==> src/hdl/flock_separation_cohesion_defines.svh <==
// ----------------------------------------------------------------------------
// Flock separation and cohesion: assertion macros
// Shared assertion helpers; they compile to nothing when SYNTH is defined.
// ----------------------------------------------------------------------------
`ifndef FLOCK_SEPARATION_COHESION_DEFINES_SVH
`define FLOCK_SEPARATION_COHESION_DEFINES_SVH

`ifndef SYNTH
// Same-cycle implication, checked outside reset.
`define FSC_ASSERT_IMPLIES(lbl, ante, cons) \
  lbl: assert property (@(posedge clk_i) disable iff (!rst_ni) (ante) |-> (cons)) \
    else $error("assertion failed");
// Next-cycle implication, checked outside reset.
`define FSC_ASSERT_NEXT(lbl, ante, cons) \
  lbl: assert property (@(posedge clk_i) disable iff (!rst_ni) (ante) |=> (cons)) \
    else $error("assertion failed");
`else
`define FSC_ASSERT_IMPLIES(lbl, ante, cons)
`define FSC_ASSERT_NEXT(lbl, ante, cons)
`endif

`endif

==> src/hdl/fsc_sqrt.sv <==
// ----------------------------------------------------------------------------
// Flock separation and cohesion: integer square root
// Digit-by-digit floor square root of a 64-bit value, one root bit a cycle.
// ----------------------------------------------------------------------------
`default_nettype none

module fsc_sqrt (
  input  wire logic        clk_i,
  input  wire logic        rst_ni,
  input  wire logic        start_i,
  input  wire logic [63:0] radicand_i,
  output logic             busy_o,
  output logic             done_o,
  output logic [31:0]      root_o
);

  logic [63:0] rad_q;
  logic [33:0] rem_q;
  logic [31:0] root_q;
  logic [4:0]  cnt_q;
  logic        busy_q;
  logic        done_q;
  logic [35:0] rem_sh;
  logic [35:0] trial;

  // Bring down the next two radicand bits and try the next root bit.
  assign rem_sh = {rem_q, rad_q[63:62]};
  assign trial  = {2'b00, root_q, 2'b01};

  // Control.
  always_ff @(posedge clk_i or negedge rst_ni) begin
    if (!rst_ni) begin
      busy_q <= 1'b0;
      done_q <= 1'b0;
      cnt_q  <= '0;
    end else begin
      done_q <= 1'b0;
      if (start_i) begin
        busy_q <= 1'b1;
        cnt_q  <= '0;
      end else if (busy_q) begin
        cnt_q <= cnt_q + 5'd1;
        if (cnt_q == 5'd31) begin
          busy_q <= 1'b0;
          done_q <= 1'b1;
        end
      end
    end
  end

  // Datapath.
  always_ff @(posedge clk_i) begin
    if (start_i) begin
      rad_q  <= radicand_i;
      rem_q  <= '0;
      root_q <= '0;
    end else if (busy_q) begin
      rad_q <= {rad_q[61:0], 2'b00};
      if (rem_sh >= trial) begin
        rem_q  <= 34'(rem_sh - trial);
        root_q <= {root_q[30:0], 1'b1};
      end else begin
        rem_q  <= rem_sh[33:0];
        root_q <= {root_q[30:0], 1'b0};
      end
    end
  end

  assign busy_o = busy_q;
  assign done_o = done_q;
  assign root_o = root_q;

endmodule

`default_nettype wire

==> config.mk <==
export PLATFORM = sky130hd
export DESIGN_NAME = fsc_sqrt
export DESIGN_NICKNAME = d
export VERILOG_FILES = /design/src/hdl/flock_separation_cohesion_defines.svh /design/src/hdl/fsc_sqrt.sv
export SDC_FILE = /design/constraint.sdc
export NUM_CORES = 1
export LEC_CHECK = 0
export BUFFER_PORTS_ARGS = -buffer_cell sky130_fd_sc_hd__buf_2
export CORE_AREA = 2 2 157 113
export CTS_BUF_LIST = sky130_fd_sc_hd__clkbuf_4 sky130_fd_sc_hd__clkbuf_8 sky130_fd_sc_hd__clkbuf_16
export DETAILED_ROUTE_END_ITERATION = 7
export DIE_AREA = 0 0 159 115
export GPL_ROUTABILITY_DRIVEN = 1
export PLACE_DENSITY = 0.62
export SLEW_MARGIN = 5
export SYNTH_ARGS = -nofsm -noshare
export SYNTH_HDL_FRONTEND = slang
export SYNTH_SLANG_ARGS = --single-unit
==> constraint.sdc <==
create_clock -name clk_i -period 6.6 [get_ports clk_i]
set_clock_uncertainty 0.15 [all_clocks]
set_input_delay 1.32 -clock clk_i [delete_from_list [all_inputs] [get_ports clk_i]]
set_output_delay 1.32 -clock clk_i [all_outputs]
set_load 0.02 [all_outputs]
After elaboration in Yosys (flattened, before gate mapping) --
Cells that the tools add are included.
Operators by class: add/sub/neg operators 2, order comparisons 1, equality and inequality tests 1, mux-type cells 12, reduce and logical (&&, ||, !) cells 1
Operator list (count):
- 2-to-1 mux 64 bit | 2
- greater-or-equal comparator 36 x 34 -> 1 bit | 1
- 2-to-1 mux 34 bit | 1
- subtractor 34 bit | 1
- 2-to-1 mux 5 bit | 2
- 2-to-1 mux 1 bit | 7
- adder 5 x 1 -> 5 bit (second input constant) | 1
- == test 5 bit (second input constant) | 1
- nonzero test 2 bit | 1
Storage, ports and cells: register bits 137, input port bits 67

Depth between registers and ports, before layout --
depth in word-level cells 4, gate-level depth with buffers 13, depth with buffers taken out 11

Worst setup path before layout --
OpenSTA, ideal clock, no wires.
path type input -> register, start in start_i, end reg rad_q[0], enable pin, library setup time 418 ps, data arrival time 2941 ps, data required time 6032 ps, path slack 3091 ps, stages 3, buffers on the path 1, path through clkbuf_1 > nor2_1 > inv_1
Between the ends: longest elaborated chain between the ends 1
RTL lines:
- start, declared | line fsc_sqrt.sv:10 | input wire logic start_i,
- nonzero test 2 bit (no source line)
- end signal, assigned | line fsc_sqrt.sv:54 | rad_q <= radicand_i;
- end signal, assigned | line fsc_sqrt.sv:58 | rad_q <= {rad_q[61:0], 2'b00};
- end, declared | line fsc_sqrt.sv:17 | logic [63:0] rad_q;
No other way between the ends. A chain may end at the register's enable or synchronous reset.

Final worst setup path --
start reg root_q[5] (netlist: root_o[5]), end reg rem_q[30]
Between the ends: longest elaborated chain between the ends 2
RTL lines:
- start, declared | line fsc_sqrt.sv:19 | logic [31:0] root_q;
- start signal, assigned | line fsc_sqrt.sv:61 | root_q <= {root_q[30:0], 1'b1};
- start signal, assigned | line fsc_sqrt.sv:64 | root_q <= {root_q[30:0], 1'b0};
- subtractor 34 bit / greater-or-equal comparator 36 x 34 -> 1 bit (equally long branches) | line fsc_sqrt.sv:60, fsc_sqrt.sv:59
- 2-to-1 mux 34 bit * | line fsc_sqrt.sv:59 | if (rem_sh >= trial) begin
- end signal, assigned | line fsc_sqrt.sv:60 | rem_q <= 34'(rem_sh - trial);
- end signal, assigned | line fsc_sqrt.sv:63 | rem_q <= rem_sh[33:0];
- end, declared | line fsc_sqrt.sv:18 | logic [33:0] rem_q;
Mark *: on every way between the ends. The rest lies on a longest branch, timed or not.

==> summary.md <==
| Metric | Value |
|---|---|
| Flop-to-flop setup slack | 2.91 ns |
| Via Count | 5409 |
| Clock share of power | 0.256 |
| Skew-Pair Late Insertion Delay | 0.42 ns |
| CTS tree | built |
| Status | complete, no violations |
| Max cap viols | 0 |
| N_diodes | 0 |
| # port buffers | 100 |
| Routability cong. | 0.8573 |
| Iter 0 DRT Violations | 312 |
| Largest family of logic cells by synthesized area | multiplexers |
| Max stage delay on crit path | 0.50 ns |
| Adder-cell area share of the yosys netlist | 0.06057 |
| Initial core utilization | 0.4423 |
| Period utilization | 0.5596 |
| # IOs | 101 |
| Logic pwr share | 0.456 |
| Clock Sinks | 137 |
| Maximum VDD drop | 0.1976 mV |
| Synth warn | 0 |
| Synth unique cells | 55 |
| Asr flop ratio synth | 0.05109 |
| CTS hold repair buffers | 0 |
| CTS max path bufs | 2 |
| Main synth FF type | dfxtp_1 |
| Final setup fails | 0 |
| Pre-antenna DRT Iters | 4 |
| Slowest-stage cell, CP | buf_4 |
| # H-tree levels | 4 |
| First-pass GRT wire length | 26.16 mm |
| Detailed placement HPWL | 11.02 mm |
| Syn avg cell area | 10.40 sq um |
| Routed wire length | 15.96 mm |
| GRT Residual Overflow | 0 |
| Initial antenna violation count | 0 |
| Top-count cell post-synth | nor2_1 |
| Xor/xnor cell area share of the yosys netlist | 0.03769 |
| Share of cells above drive strength 1 | 0.2619 |
| Pre-CTS setup slack | 2.829 ns |
| GRT Util Overall | 0.1781 |
| Top cell type's share of synthesized area | 0.2584 |
| Nets | 907 |
| Synth Instances | 715 |
| Crit-path max FO | 31 |
| ANT nets after route | 0 |
| Pwr Total | 3852 uW |
| Num rows | 40 |
| Post-synthesis mux area share | 0.1571 |
| Switching portion of total power | 0.3824 |
| Area fraction in and, or, nand and nor cells after synthesis | 0.1120 |
| Fin. max-slew vios | 0 |
| PwrDens | 441.9 mW/mm^2 |
| Critical path startpoint category | register |
| Final non-filler cell area | 0.008717 sq mm |
| Worst slew pin tran | 0.8049 ns |
| WP data required | 6.76 ns |
| Synthesis-to-finish area growth | 17.21% |
| DR WL/cell | 15.23 um |
| Reg-to-reg startpoint | root_o[5] |
| CTS buffer count | 17 |
| Slew headroom | 0.4634 |
| Die extent in y | 115 um |
| Critical path type | reg2reg |
| Setup bufs post-CTS | 0 |
| Setup_tns | 0 ns |
| Reg clk slew, reported paths | 0.06 ns |
| Synth area leaders | edfxtp_1, dfxtp_1, mux2_2 |
| Post-DP Area | 0.008107 sq mm |
| Setup WS post-layout | 2.907 ns |
| Vias/cell | 5.161 |
| Flops & latches, synth | 137 |
| Crit end category | register |
| Syn Nets | 818 |
| Hold Fails Final Rpt | 0 |
| Int Power | 2379 uW |
| CP cell instances | inv_1, ha_1, a21oi_1, o21ai_0, or3_1, o211ai_2, nand3_2, a31oi_4, buf_4, nand2b_1, nor3_1, a211o_1 |
| HP Class | reg2reg |
| Post-synth EDFFs | 64 |
| Synth Cell Area | 0.007437 sq mm |
| Number of global-route vias before repair | 5297 |
| Cts repair resizes | 0 |
| Synth Area in Compound Gates | 0.1307 |
| RSZ-0062 raised after global routing | false |
| Worst setup path start | root_o[5] |
| Hold Path Origin | rem_q[11] |
| Share of power burned in registers | 0.289 |
| Hold Slack | 0.3535 ns |
| Pleak | 0.003823 uW |
| Arr. time, crit path | 3.85 ns |
| Die Wd | 159 um |
| Post-route DRC | 0 |
| P_sw | 1473 uW |
| Pin count of the biggest net entering global routing | 72 |
| Seq/Total Area, Yosys | 0.4596 |
| Die area | 0.01829 sq mm |
| Final worst path period need | 3.693 ns |
| Max Fclk | 0.2708 GHz |
| Root buffer cell | clkbuf_16 |
| Core ar. | 0.01682 sq mm |
| Yosys top cell by area | edfxtp_1 |
| Commonest cells in the netlist | nor2_1, dfxtp_1, edfxtp_1 |
==> final cells by class <==
type                       count  area, sq um
fill                        1555         8099
timing repair buffer         104        533.0
clock inverter                15        185.2
multi-input combinational    502         3705
tap                          231        289.0
sequential                   137         3422
clock buffer                  17        425.4
inverter                      42        157.7
==> path summary, 6_finish.rpt <==
path                                   to  cells after the start
worst max-delay path            rem_q[30]                     12
min in group asynchronous          done_o                      1
worst max register to register  rem_q[30]                     12
worst min-delay path            rem_q[11]                      2
max in group asynchronous          busy_o                      1
worst min register to register  rem_q[11]                      2
==> placed cells by master, fill, tap and decap left out, types with 6 or more instances in the layout <==
cell       Yosys  final
a211oi_1      31     31
a21o_1        10     10
a21oi_1       38     38
a31oi_1       10     10
and3_1         7      7
buf_2          2     99
clkbuf_16      0     17
dfrtp_1        7      6
dfxtp_1       66     66
edfxtp_1      64     64
ha_1          36     36
inv_1         42     41
mux2_2        62     62
mux2i_1       47     47
nand2_1       32     32
nand3_1        9      9
nor2_1        95     95
nor2b_1        8      8
nor3_1        10     10
o21ai_0       16     16
xnor2_1       20     20
xor2_1        12     12
==> power groups by stage <==
| stage | sequential, uW | combinational (uW) | clock (uW) |
|---|---|---|---|
| final | 1110 | 1760 | 985 |
| after detailed placement | 1130 | 1730 | 0 |
| after CTS | 1110 | 1750 | 1010 |
| after global placement | 1120 | 1700 | 0 |
| after global routing | 1130 | 1960 | 1040 |
| after floorplan | 1110 | 1450 | 0 |
==> state kept, by name (all words and copies together) (netlist names) <==
register and count:
busy_o 1, root_o 32, rem_q 34, rad_q 64, done_o 1, cnt_q 5
==> routing by layer <==
metal / vias up / global-route usage / share of wire / routed length, um
met5: - / 0 / 0 / 0
li1: 2752 / - / - / -
met3: 16 / 0.05051 / 0.040 / 632
met1: 2542 / 0.2539 / 0.53 / 8397
met2: 99 / 0.2614 / 0.42 / 6736
met4: 0 / 0.05818 / 0.012 / 193
==> metrics by stage <==
stage / cells / util
global route: 1048 / 0.5184
CTS: 1048 / 0.5184
global placement: 1016 / 0.4821
detailed placement: 1016 / 0.4821
floorplan: 715 / -
finish: 1048 / 0.5184
==> worst max-delay path, delay by kind of cell, from the launching register on <==
family	cells	cell delay, ns
AO/OA/AOI/OAI	5	1.27
AND/OR/NAND/NOR	4	0.86
buffers and inverters	2	0.56
flip-flops	1	0.36
adder cells (fa/ha/maj)	1	0.36
==> logic make-up after synthesis <==
| group | count (synthesis) |
|---|---|
| AO/OA/AOI/OAI | 140 |
| XOR/XNOR | 32 |
| adder cells (fa/ha/maj) | 36 |
| buffers and inverters | 76 |
| flip-flops | 137 |
| multiplexers | 109 |
| AND/OR/NAND/NOR | 185 |
Power figures use the tool's default switching activity.
