==> src/hdl/flock_separation_cohesion_defines.svh <==
// ----------------------------------------------------------------------------
// Flock separation and cohesion: assertion macros
// Shared assertion helpers; they compile to nothing when SYNTH is defined.
// ----------------------------------------------------------------------------
`ifndef FLOCK_SEPARATION_COHESION_DEFINES_SVH
`define FLOCK_SEPARATION_COHESION_DEFINES_SVH

`ifndef SYNTH
// Same-cycle implication, checked outside reset.
`define FSC_ASSERT_IMPLIES(lbl, ante, cons) \
  lbl: assert property (@(posedge clk_i) disable iff (!rst_ni) (ante) |-> (cons)) \
    else $error("assertion failed");
// Next-cycle implication, checked outside reset.
`define FSC_ASSERT_NEXT(lbl, ante, cons) \
  lbl: assert property (@(posedge clk_i) disable iff (!rst_ni) (ante) |=> (cons)) \
    else $error("assertion failed");
`else
`define FSC_ASSERT_IMPLIES(lbl, ante, cons)
`define FSC_ASSERT_NEXT(lbl, ante, cons)
`endif

`endif

==> src/hdl/fsc_div.sv <==
// ----------------------------------------------------------------------------
// Flock separation and cohesion: unsigned divider
// Restoring division of a 64-bit dividend by a nonzero 32-bit divisor,
// one quotient bit a cycle.
// ----------------------------------------------------------------------------
`default_nettype none

module fsc_div (
  input  wire logic        clk_i,
  input  wire logic        rst_ni,
  input  wire logic        start_i,
  input  wire logic [63:0] dividend_i,
  input  wire logic [31:0] divisor_i,
  output logic             busy_o,
  output logic             done_o,
  output logic [63:0]      quotient_o
);

  logic [63:0] dq_q;
  logic [31:0] rem_q;
  logic [31:0] den_q;
  logic [5:0]  cnt_q;
  logic        busy_q;
  logic        done_q;
  logic [32:0] rem_sh;
  logic        fits;

  // Shift in the next dividend bit and compare against the divisor.
  assign rem_sh = {rem_q, dq_q[63]};
  assign fits   = rem_sh >= {1'b0, den_q};

  // Control.
  always_ff @(posedge clk_i or negedge rst_ni) begin
    if (!rst_ni) begin
      busy_q <= 1'b0;
      done_q <= 1'b0;
      cnt_q  <= '0;
    end else begin
      done_q <= 1'b0;
      if (start_i) begin
        busy_q <= 1'b1;
        cnt_q  <= '0;
      end else if (busy_q) begin
        cnt_q <= cnt_q + 6'd1;
        if (cnt_q == 6'd63) begin
          busy_q <= 1'b0;
          done_q <= 1'b1;
        end
      end
    end
  end

  // Datapath: the dividend register fills up with quotient bits.
  always_ff @(posedge clk_i) begin
    if (start_i) begin
      dq_q  <= dividend_i;
      rem_q <= '0;
      den_q <= divisor_i;
    end else if (busy_q) begin
      dq_q <= {dq_q[62:0], fits};
      if (fits) begin
        rem_q <= 32'(rem_sh - {1'b0, den_q});
      end else begin
        rem_q <= rem_sh[31:0];
      end
    end
  end

  assign busy_o     = busy_q;
  assign done_o     = done_q;
  assign quotient_o = dq_q;

endmodule

`default_nettype wire
==> config.mk <==
export PLATFORM = sky130hd
export DESIGN_NAME = fsc_div
export DESIGN_NICKNAME = d
export VERILOG_FILES = /design/src/hdl/flock_separation_cohesion_defines.svh /design/src/hdl/fsc_div.sv
export SDC_FILE = /design/constraint.sdc
export NUM_CORES = 1
export LEC_CHECK = 0
export BUFFER_PORTS_ARGS = -buffer_cell sky130_fd_sc_hd__buf_4
export CORE_MARGIN = 2
export CORE_UTILIZATION = 54
export CTS_BUF_LIST = sky130_fd_sc_hd__clkbuf_4 sky130_fd_sc_hd__clkbuf_8 sky130_fd_sc_hd__clkbuf_16
export DETAILED_ROUTE_END_ITERATION = 6
export GPL_TIMING_DRIVEN = 1
export HOLD_SLACK_MARGIN = 0.08
export PLACE_DENSITY = 0.86
export SLEW_MARGIN = 20
export SYNTH_ARGS = -nofsm -noshare
export SYNTH_HDL_FRONTEND = slang
export SYNTH_SLANG_ARGS = --single-unit
==> constraint.sdc <==
create_clock -name clk_i -period 3.9 [get_ports clk_i]
set_clock_uncertainty 0.15 [all_clocks]
set_input_delay 0.78 -clock clk_i [delete_from_list [all_inputs] [get_ports clk_i]]
set_output_delay 0.78 -clock clk_i [all_outputs]
set_load 0.005 [all_outputs]
Yosys cells after proc, flatten, opt, wreduce, memory -nomap -nowiden
Index checks and enable logic that the tools add are counted.
{"block": "word_totals", "reg_bits": 136, "inputBits": 99, "output_inout_bits": 66, "wordCells": 22}
{"block": "classes", "addsub": 2, "order_cmp": 1, "n_eq_ne": 1, "n_mux": 11, "reduce_logical": 1}
{"cell": "two-way mux 64 bit", "n": 2}
{"cell": ">= comparator 33 x 32 -> 1 bit", "n": 1}
{"cell": "two-way mux 32 bit", "n": 1}
{"cell": "subtractor 32 bit", "n": 1}
{"cell": "two-way mux 6 bit", "n": 2}
{"cell": "adder 6 x 1 -> 6 bit, second input constant", "n": 1}
{"cell": "equality test 6 bit, second input constant", "n": 1}
{"cell": "two-way mux 1 bit", "n": 6}
{"cell": "nonzero test 2 bit", "n": 1}

Logic depth before layout (Yosys ltp)
{"block": "logic_depth", "word_depth": 4, "depth_mapped": 15, "mapped_depth_nobuf": 12}

Worst setup path before layout
OpenSTA, ideal clock, no wires.
{"block": "synth_path", "path_kind": "register to register", "startpoint": "register den_q[3]", "endpoint": "register dq_q[0], in the netlist quotient_o[0], data pin", "setup_time_ps": 260, "arrival_ps": 2746, "t_required_ps": 3490, "path_slack_ps": 744, "stages_incl_launch_ff": 14, "n_path_buf": 3, "synth_period_minus_slack_ps": 3156, "cell_sequence": "edfxtp_1 > inv_1 > ha_1 > a21o_1 > a21oi_4 > a2111oi_4 > o41ai_4 > o21a_4 > o21ai_2 > or3_1 > buf_6 > buf_12 > buf_12 > mux2_2"}
{"block": "synth_via", "elab_chain_len": 3}
{"element": "start, declared", "line_no": "fsc_div.sv:21", "source": "logic [31:0] den_q;"}
{"element": "start signal, assigned", "line_no": "fsc_div.sv:58", "source": "den_q <= divisor_i;"}
{"element": ">= comparator 33 x 32 -> 1 bit", "line_no": "fsc_div.sv:30", "source": "assign fits = rem_sh >= {1'b0, den_q};"}
{"element": "two-way mux 64 bit", "line_no": "fsc_div.sv:59", "source": "end else if (busy_q) begin"}
{"element": "two-way mux 64 bit", "line_no": "fsc_div.sv:55", "source": "if (start_i) begin"}
{"element": "end signal, assigned", "line_no": "fsc_div.sv:56", "source": "dq_q <= dividend_i;"}
{"element": "end signal, assigned", "line_no": "fsc_div.sv:60", "source": "dq_q <= {dq_q[62:0], fits};"}
{"element": "end, declared", "line_no": "fsc_div.sv:19", "source": "logic [63:0] dq_q;"}
No other way between the ends. The select of a mux whose other input is x is not followed.
A chain may end at the register's enable or synchronous reset.

Final worst setup path
{"block": "layout_path", "startpoint": "register dq_q[63], in the netlist quotient_o[63]", "endpoint": "register rem_q[30]"}
{"block": "layout_via", "elab_chain_len": 2, "word_cells_on_any_way": 3, "cone_classes": "add/sub: 1; order compare: 1; mux: 1"}
{"element": "subtractor 32 bit or >= comparator 33 x 32 -> 1 bit (tied branches)", "line_no": "fsc_div.sv:62, fsc_div.sv:30"}
{"element": "two-way mux 32 bit *", "line_no": "fsc_div.sv:61", "source": "if (fits) begin"}
{"element": "end signal, assigned", "line_no": "fsc_div.sv:62", "source": "rem_q <= 32'(rem_sh - {1'b0, den_q});"}
{"element": "end signal, assigned", "line_no": "fsc_div.sv:64", "source": "rem_q <= rem_sh[31:0];"}
{"element": "end, declared", "line_no": "fsc_div.sv:20", "source": "logic [31:0] rem_q;"}
Every way passes the cells marked *; elsewhere a longest branch is shown, timed or not.

==> results by group <==
Timing
  • WHS: 0.318 ns
  • Final Max Tran Viols: 0
  • Fin crit share: 0.846
  • Hold Fails Final Rpt: 0
  • Worst slew pin tran: 0.886 ns
  • Max frequency: between 300 and 400 MHz
  • Max_slew headroom: 0.408
  • RSZ-0062 raised after global routing: false
  • TNS Setup: 0 ns
  • Setup violators final: 0
  • Tmin final: 3.30 ns

CTS
  • CTS tree: done
  • Setup Buffers After CTS: 0
  • Clock latency on the worst-skew pair: 0.41 ns
  • Clock transition at the registers of the reported paths: 0.06 ns
  • CTS sink cnt: 136
  • Clk root buf: clkbuf_16
  • Clock buffer depth: 2
  • Number of buffers created by CTS: 17
  • H-tree Lvls: 4

Floorplan
  • Initial Utilization: 0.554
  • Chip Height: 121 microns
  • Die ar.: 14500 sq um
  • Rows: 42
  • Core ar.: 13200 sq um
  • Die Width: 121 microns
  • Io pins: 165

Power
  • Switching share of power: 0.324
  • P_sw: 1.74 mW
  • Int Pwr: 3.63 mW
  • Max VDD drop: ~0.34 mV
  • Clk pwr share: 0.295
  • P_leak: 4.01 nW
  • Seq pwr share: 0.363
  • Pwr dens: 578 nW/um^2
  • Logic gate share of total power: 0.342

Cells and area
  • Final core occ: 0.700
  • Ant. Diodes: 0
  • Fill cells: between 900 and 1000
  • Layout cells sized above 1: 0.347
  • Synthesis-to-finish area growth: 26.5%
  • Final cell count without fillers: 974
  • Nets: 918
  • Post-Layout Inst Area: 9280 sq um

Routing
  • DRC viols: 0
  • Via count: 5490
  • Vias per cell: 5.64
  • Post-Route WL: 17500 microns
  • Post-route ant nets: 0
  • DR pass1 iterations: 4
  • Initial drt markers: 315
  • Wire length per cell: 18.0 microns

Outcome
  • Status: completed

Critical path
  • Critical Path AT: 3.44 ns
  • Cell family with most CP delay: compound AO/OA/AOI/OAI gates
  • CP Buf/Inv Count: 1
  • Critical path's slowest cell: o311ai_0
  • Setup crit end kind: register
  • Cell Chain, Critical Path: inv_1 > ha_1 > fa_1 > nand2b_1 > a21o_1 > a31oi_1 > a31oi_1 > o21ai_1 > a21oi_1 > o311ai_0 > xnor2_1 > o21ai_1
  • Startpoint types: register
  • Max incr delay on CP: 0.50 ns
  • Critical path type: register to register
  • Data required, critical path: 4.05 ns
  • CP max FO: 4

GRT
  • Grt met3 use: 0.0943
  • Vias in the first global route: 5669
  • Largest net degree at the start of global routing: 125
  • Overflow left after global routing: 0
  • Initial antenna violation count: 0
  • Global-route usage over all layers: 0.248
  • Met1 Usage GRT: 0.293
  • GR peak layer: met2
  • GR Util met2: 0.412
  • First-pass GRT wire length: 28100 microns

Synthesis
  • Synthesized flop and latch total: 136
  • Yosys top cell area share: 0.393
  • Top cells by count, synth: 96 x edfxtp_1, 64 x mux2_2, 40 x inv_1, 40 x nor2_1, 36 x nand2_1
  • Post-synth EDFFs: between 90 and 100
  • Avg Inst Size Synth: ~12 sq um
  • Leading cell type by number of instances after synthesis: edfxtp_1
  • Area leader, netlist: edfxtp_1
  • Asr flop ratio synth: 0.0588
  • Synth top area cells: edfxtp_1 39%, mux2_2 9.8%, dfxtp_1 8.7%
  • Yosys warning total: 0
  • Synth Flop Type: edfxtp_1
  • Mapped Nets: 761
  • Post-synthesis cell area: 7330 sq um
  • Register area share after synthesis: 0.508
  • Synth cell types: 61
  • Mapped Cells: 628

Placement
  • GPL Wtd Cong: 0.899
  • IO buf count: 164
  • Placed Cells: 941
  • Post-DP Area: 8680 sq um
  • Post-DP HPWL: 12500 microns

Run
  • Max Cap Viol: 0

Hold path
  • Worst min path class: register to register
[metrics by stage]
stage	setup slack [ns]	power (mW)
finish	0.602	5.37
global placement	0.768	3.72
CTS	0.605	5.38
global route	0.348	5.65
floorplan	0.744	3.34
detailed placement	0.661	3.78
[kinds of logic after synthesis]
family	synth area share
AO/OA/AOI/OAI	0.134
flip-flops	0.508
buffers and inverters	0.0449
AND/OR/NAND/NOR	0.0838
adder cells (fa/ha/maj)	0.0591
multiplexers	0.133
XOR/XNOR	0.0370
[worst paths after layout]
check	startpoint	slack (ns)	to	cells past startpoint
setup / recovery	quotient_o[63]	0.60	rem_q[30]	12
hold / removal	rem_q[2]	0.32	rem_q[2]	2
setup reg to reg	quotient_o[63]	0.60	rem_q[30]	12
hold reg to reg	rem_q[2]	0.32	rem_q[2]	2
max in group asynchronous	rst_ni	2.91	cnt_q[3]	2
min in group asynchronous	rst_ni	0.56	done_o	2
[final cells by class]
class	instances	area, sq um	area share
inverters	40	150	0.0162
flip-flops and latches	136	3720	0.401
well taps	176	220	0.0237
multi-input cells	420	3280	0.353
clock buffers	19	440	0.0475
repair buffers	170	1320	0.142
clock inverters	13	148	0.0159
[sequential cells by signal (all words and copies together) (netlist names)]
name,count
done_o,1
den_q,32
busy_o,1
cnt_q,6
quotient_o,64
rem_q,32
[what timing repair did]
| item | CTS | global route |
|---|---|---|
| endpoints found under the hold margin | 8 | 0 |
| setup endpoints to repair | 0 | 0 |
| hold buffers | 1 | 0 |
| resized for setup | 0 | 0 |
[placed cells by master, fill, tap and decap left out, drive strengths merged, types with 6 or more instances in the layout]
master	n
inv	42
a21o	18
edfxtp	96
o21ai	25
dfxtp	32
nor3	7
nor2	40
a211oi	16
a21oi	33
clkinv	6
buf	169
o211ai	7
dfrtp	8
nand2	37
nand4	8
clkbuf	19
xnor2	16
nand3	9
nand2b	6
mux2i	24
mux2	65
xor2	15
ha	33
[worst min-delay path, cell delays in order, from the launching register on]
cell and delay (ns):
dfxtp_1 0.32, nand2_1 0.05, o21ai_1 0.05
[routing by layer]
metal	vias to the layer above	wire, microns
met5	-	0
met4	0	487
met3	34	1520
met2	202	8590
met1	2614	6890
li1	2640	-
[power by group through the flow]
| stage | Combinational (mW) | Clock, mW | Sequential (mW) |
|---|---|---|---|
| global route | 2.02 | 1.66 | 1.97 |
| global placement | 1.76 | 0 | 1.96 |
| floorplan | 1.40 | 0 | 1.94 |
| CTS | 1.83 | 1.60 | 1.94 |
| finish | 1.84 | 1.58 | 1.95 |
| detailed placement | 1.82 | 0 | 1.97 |
No activity file was read; power rests on OpenSTA's default activity.
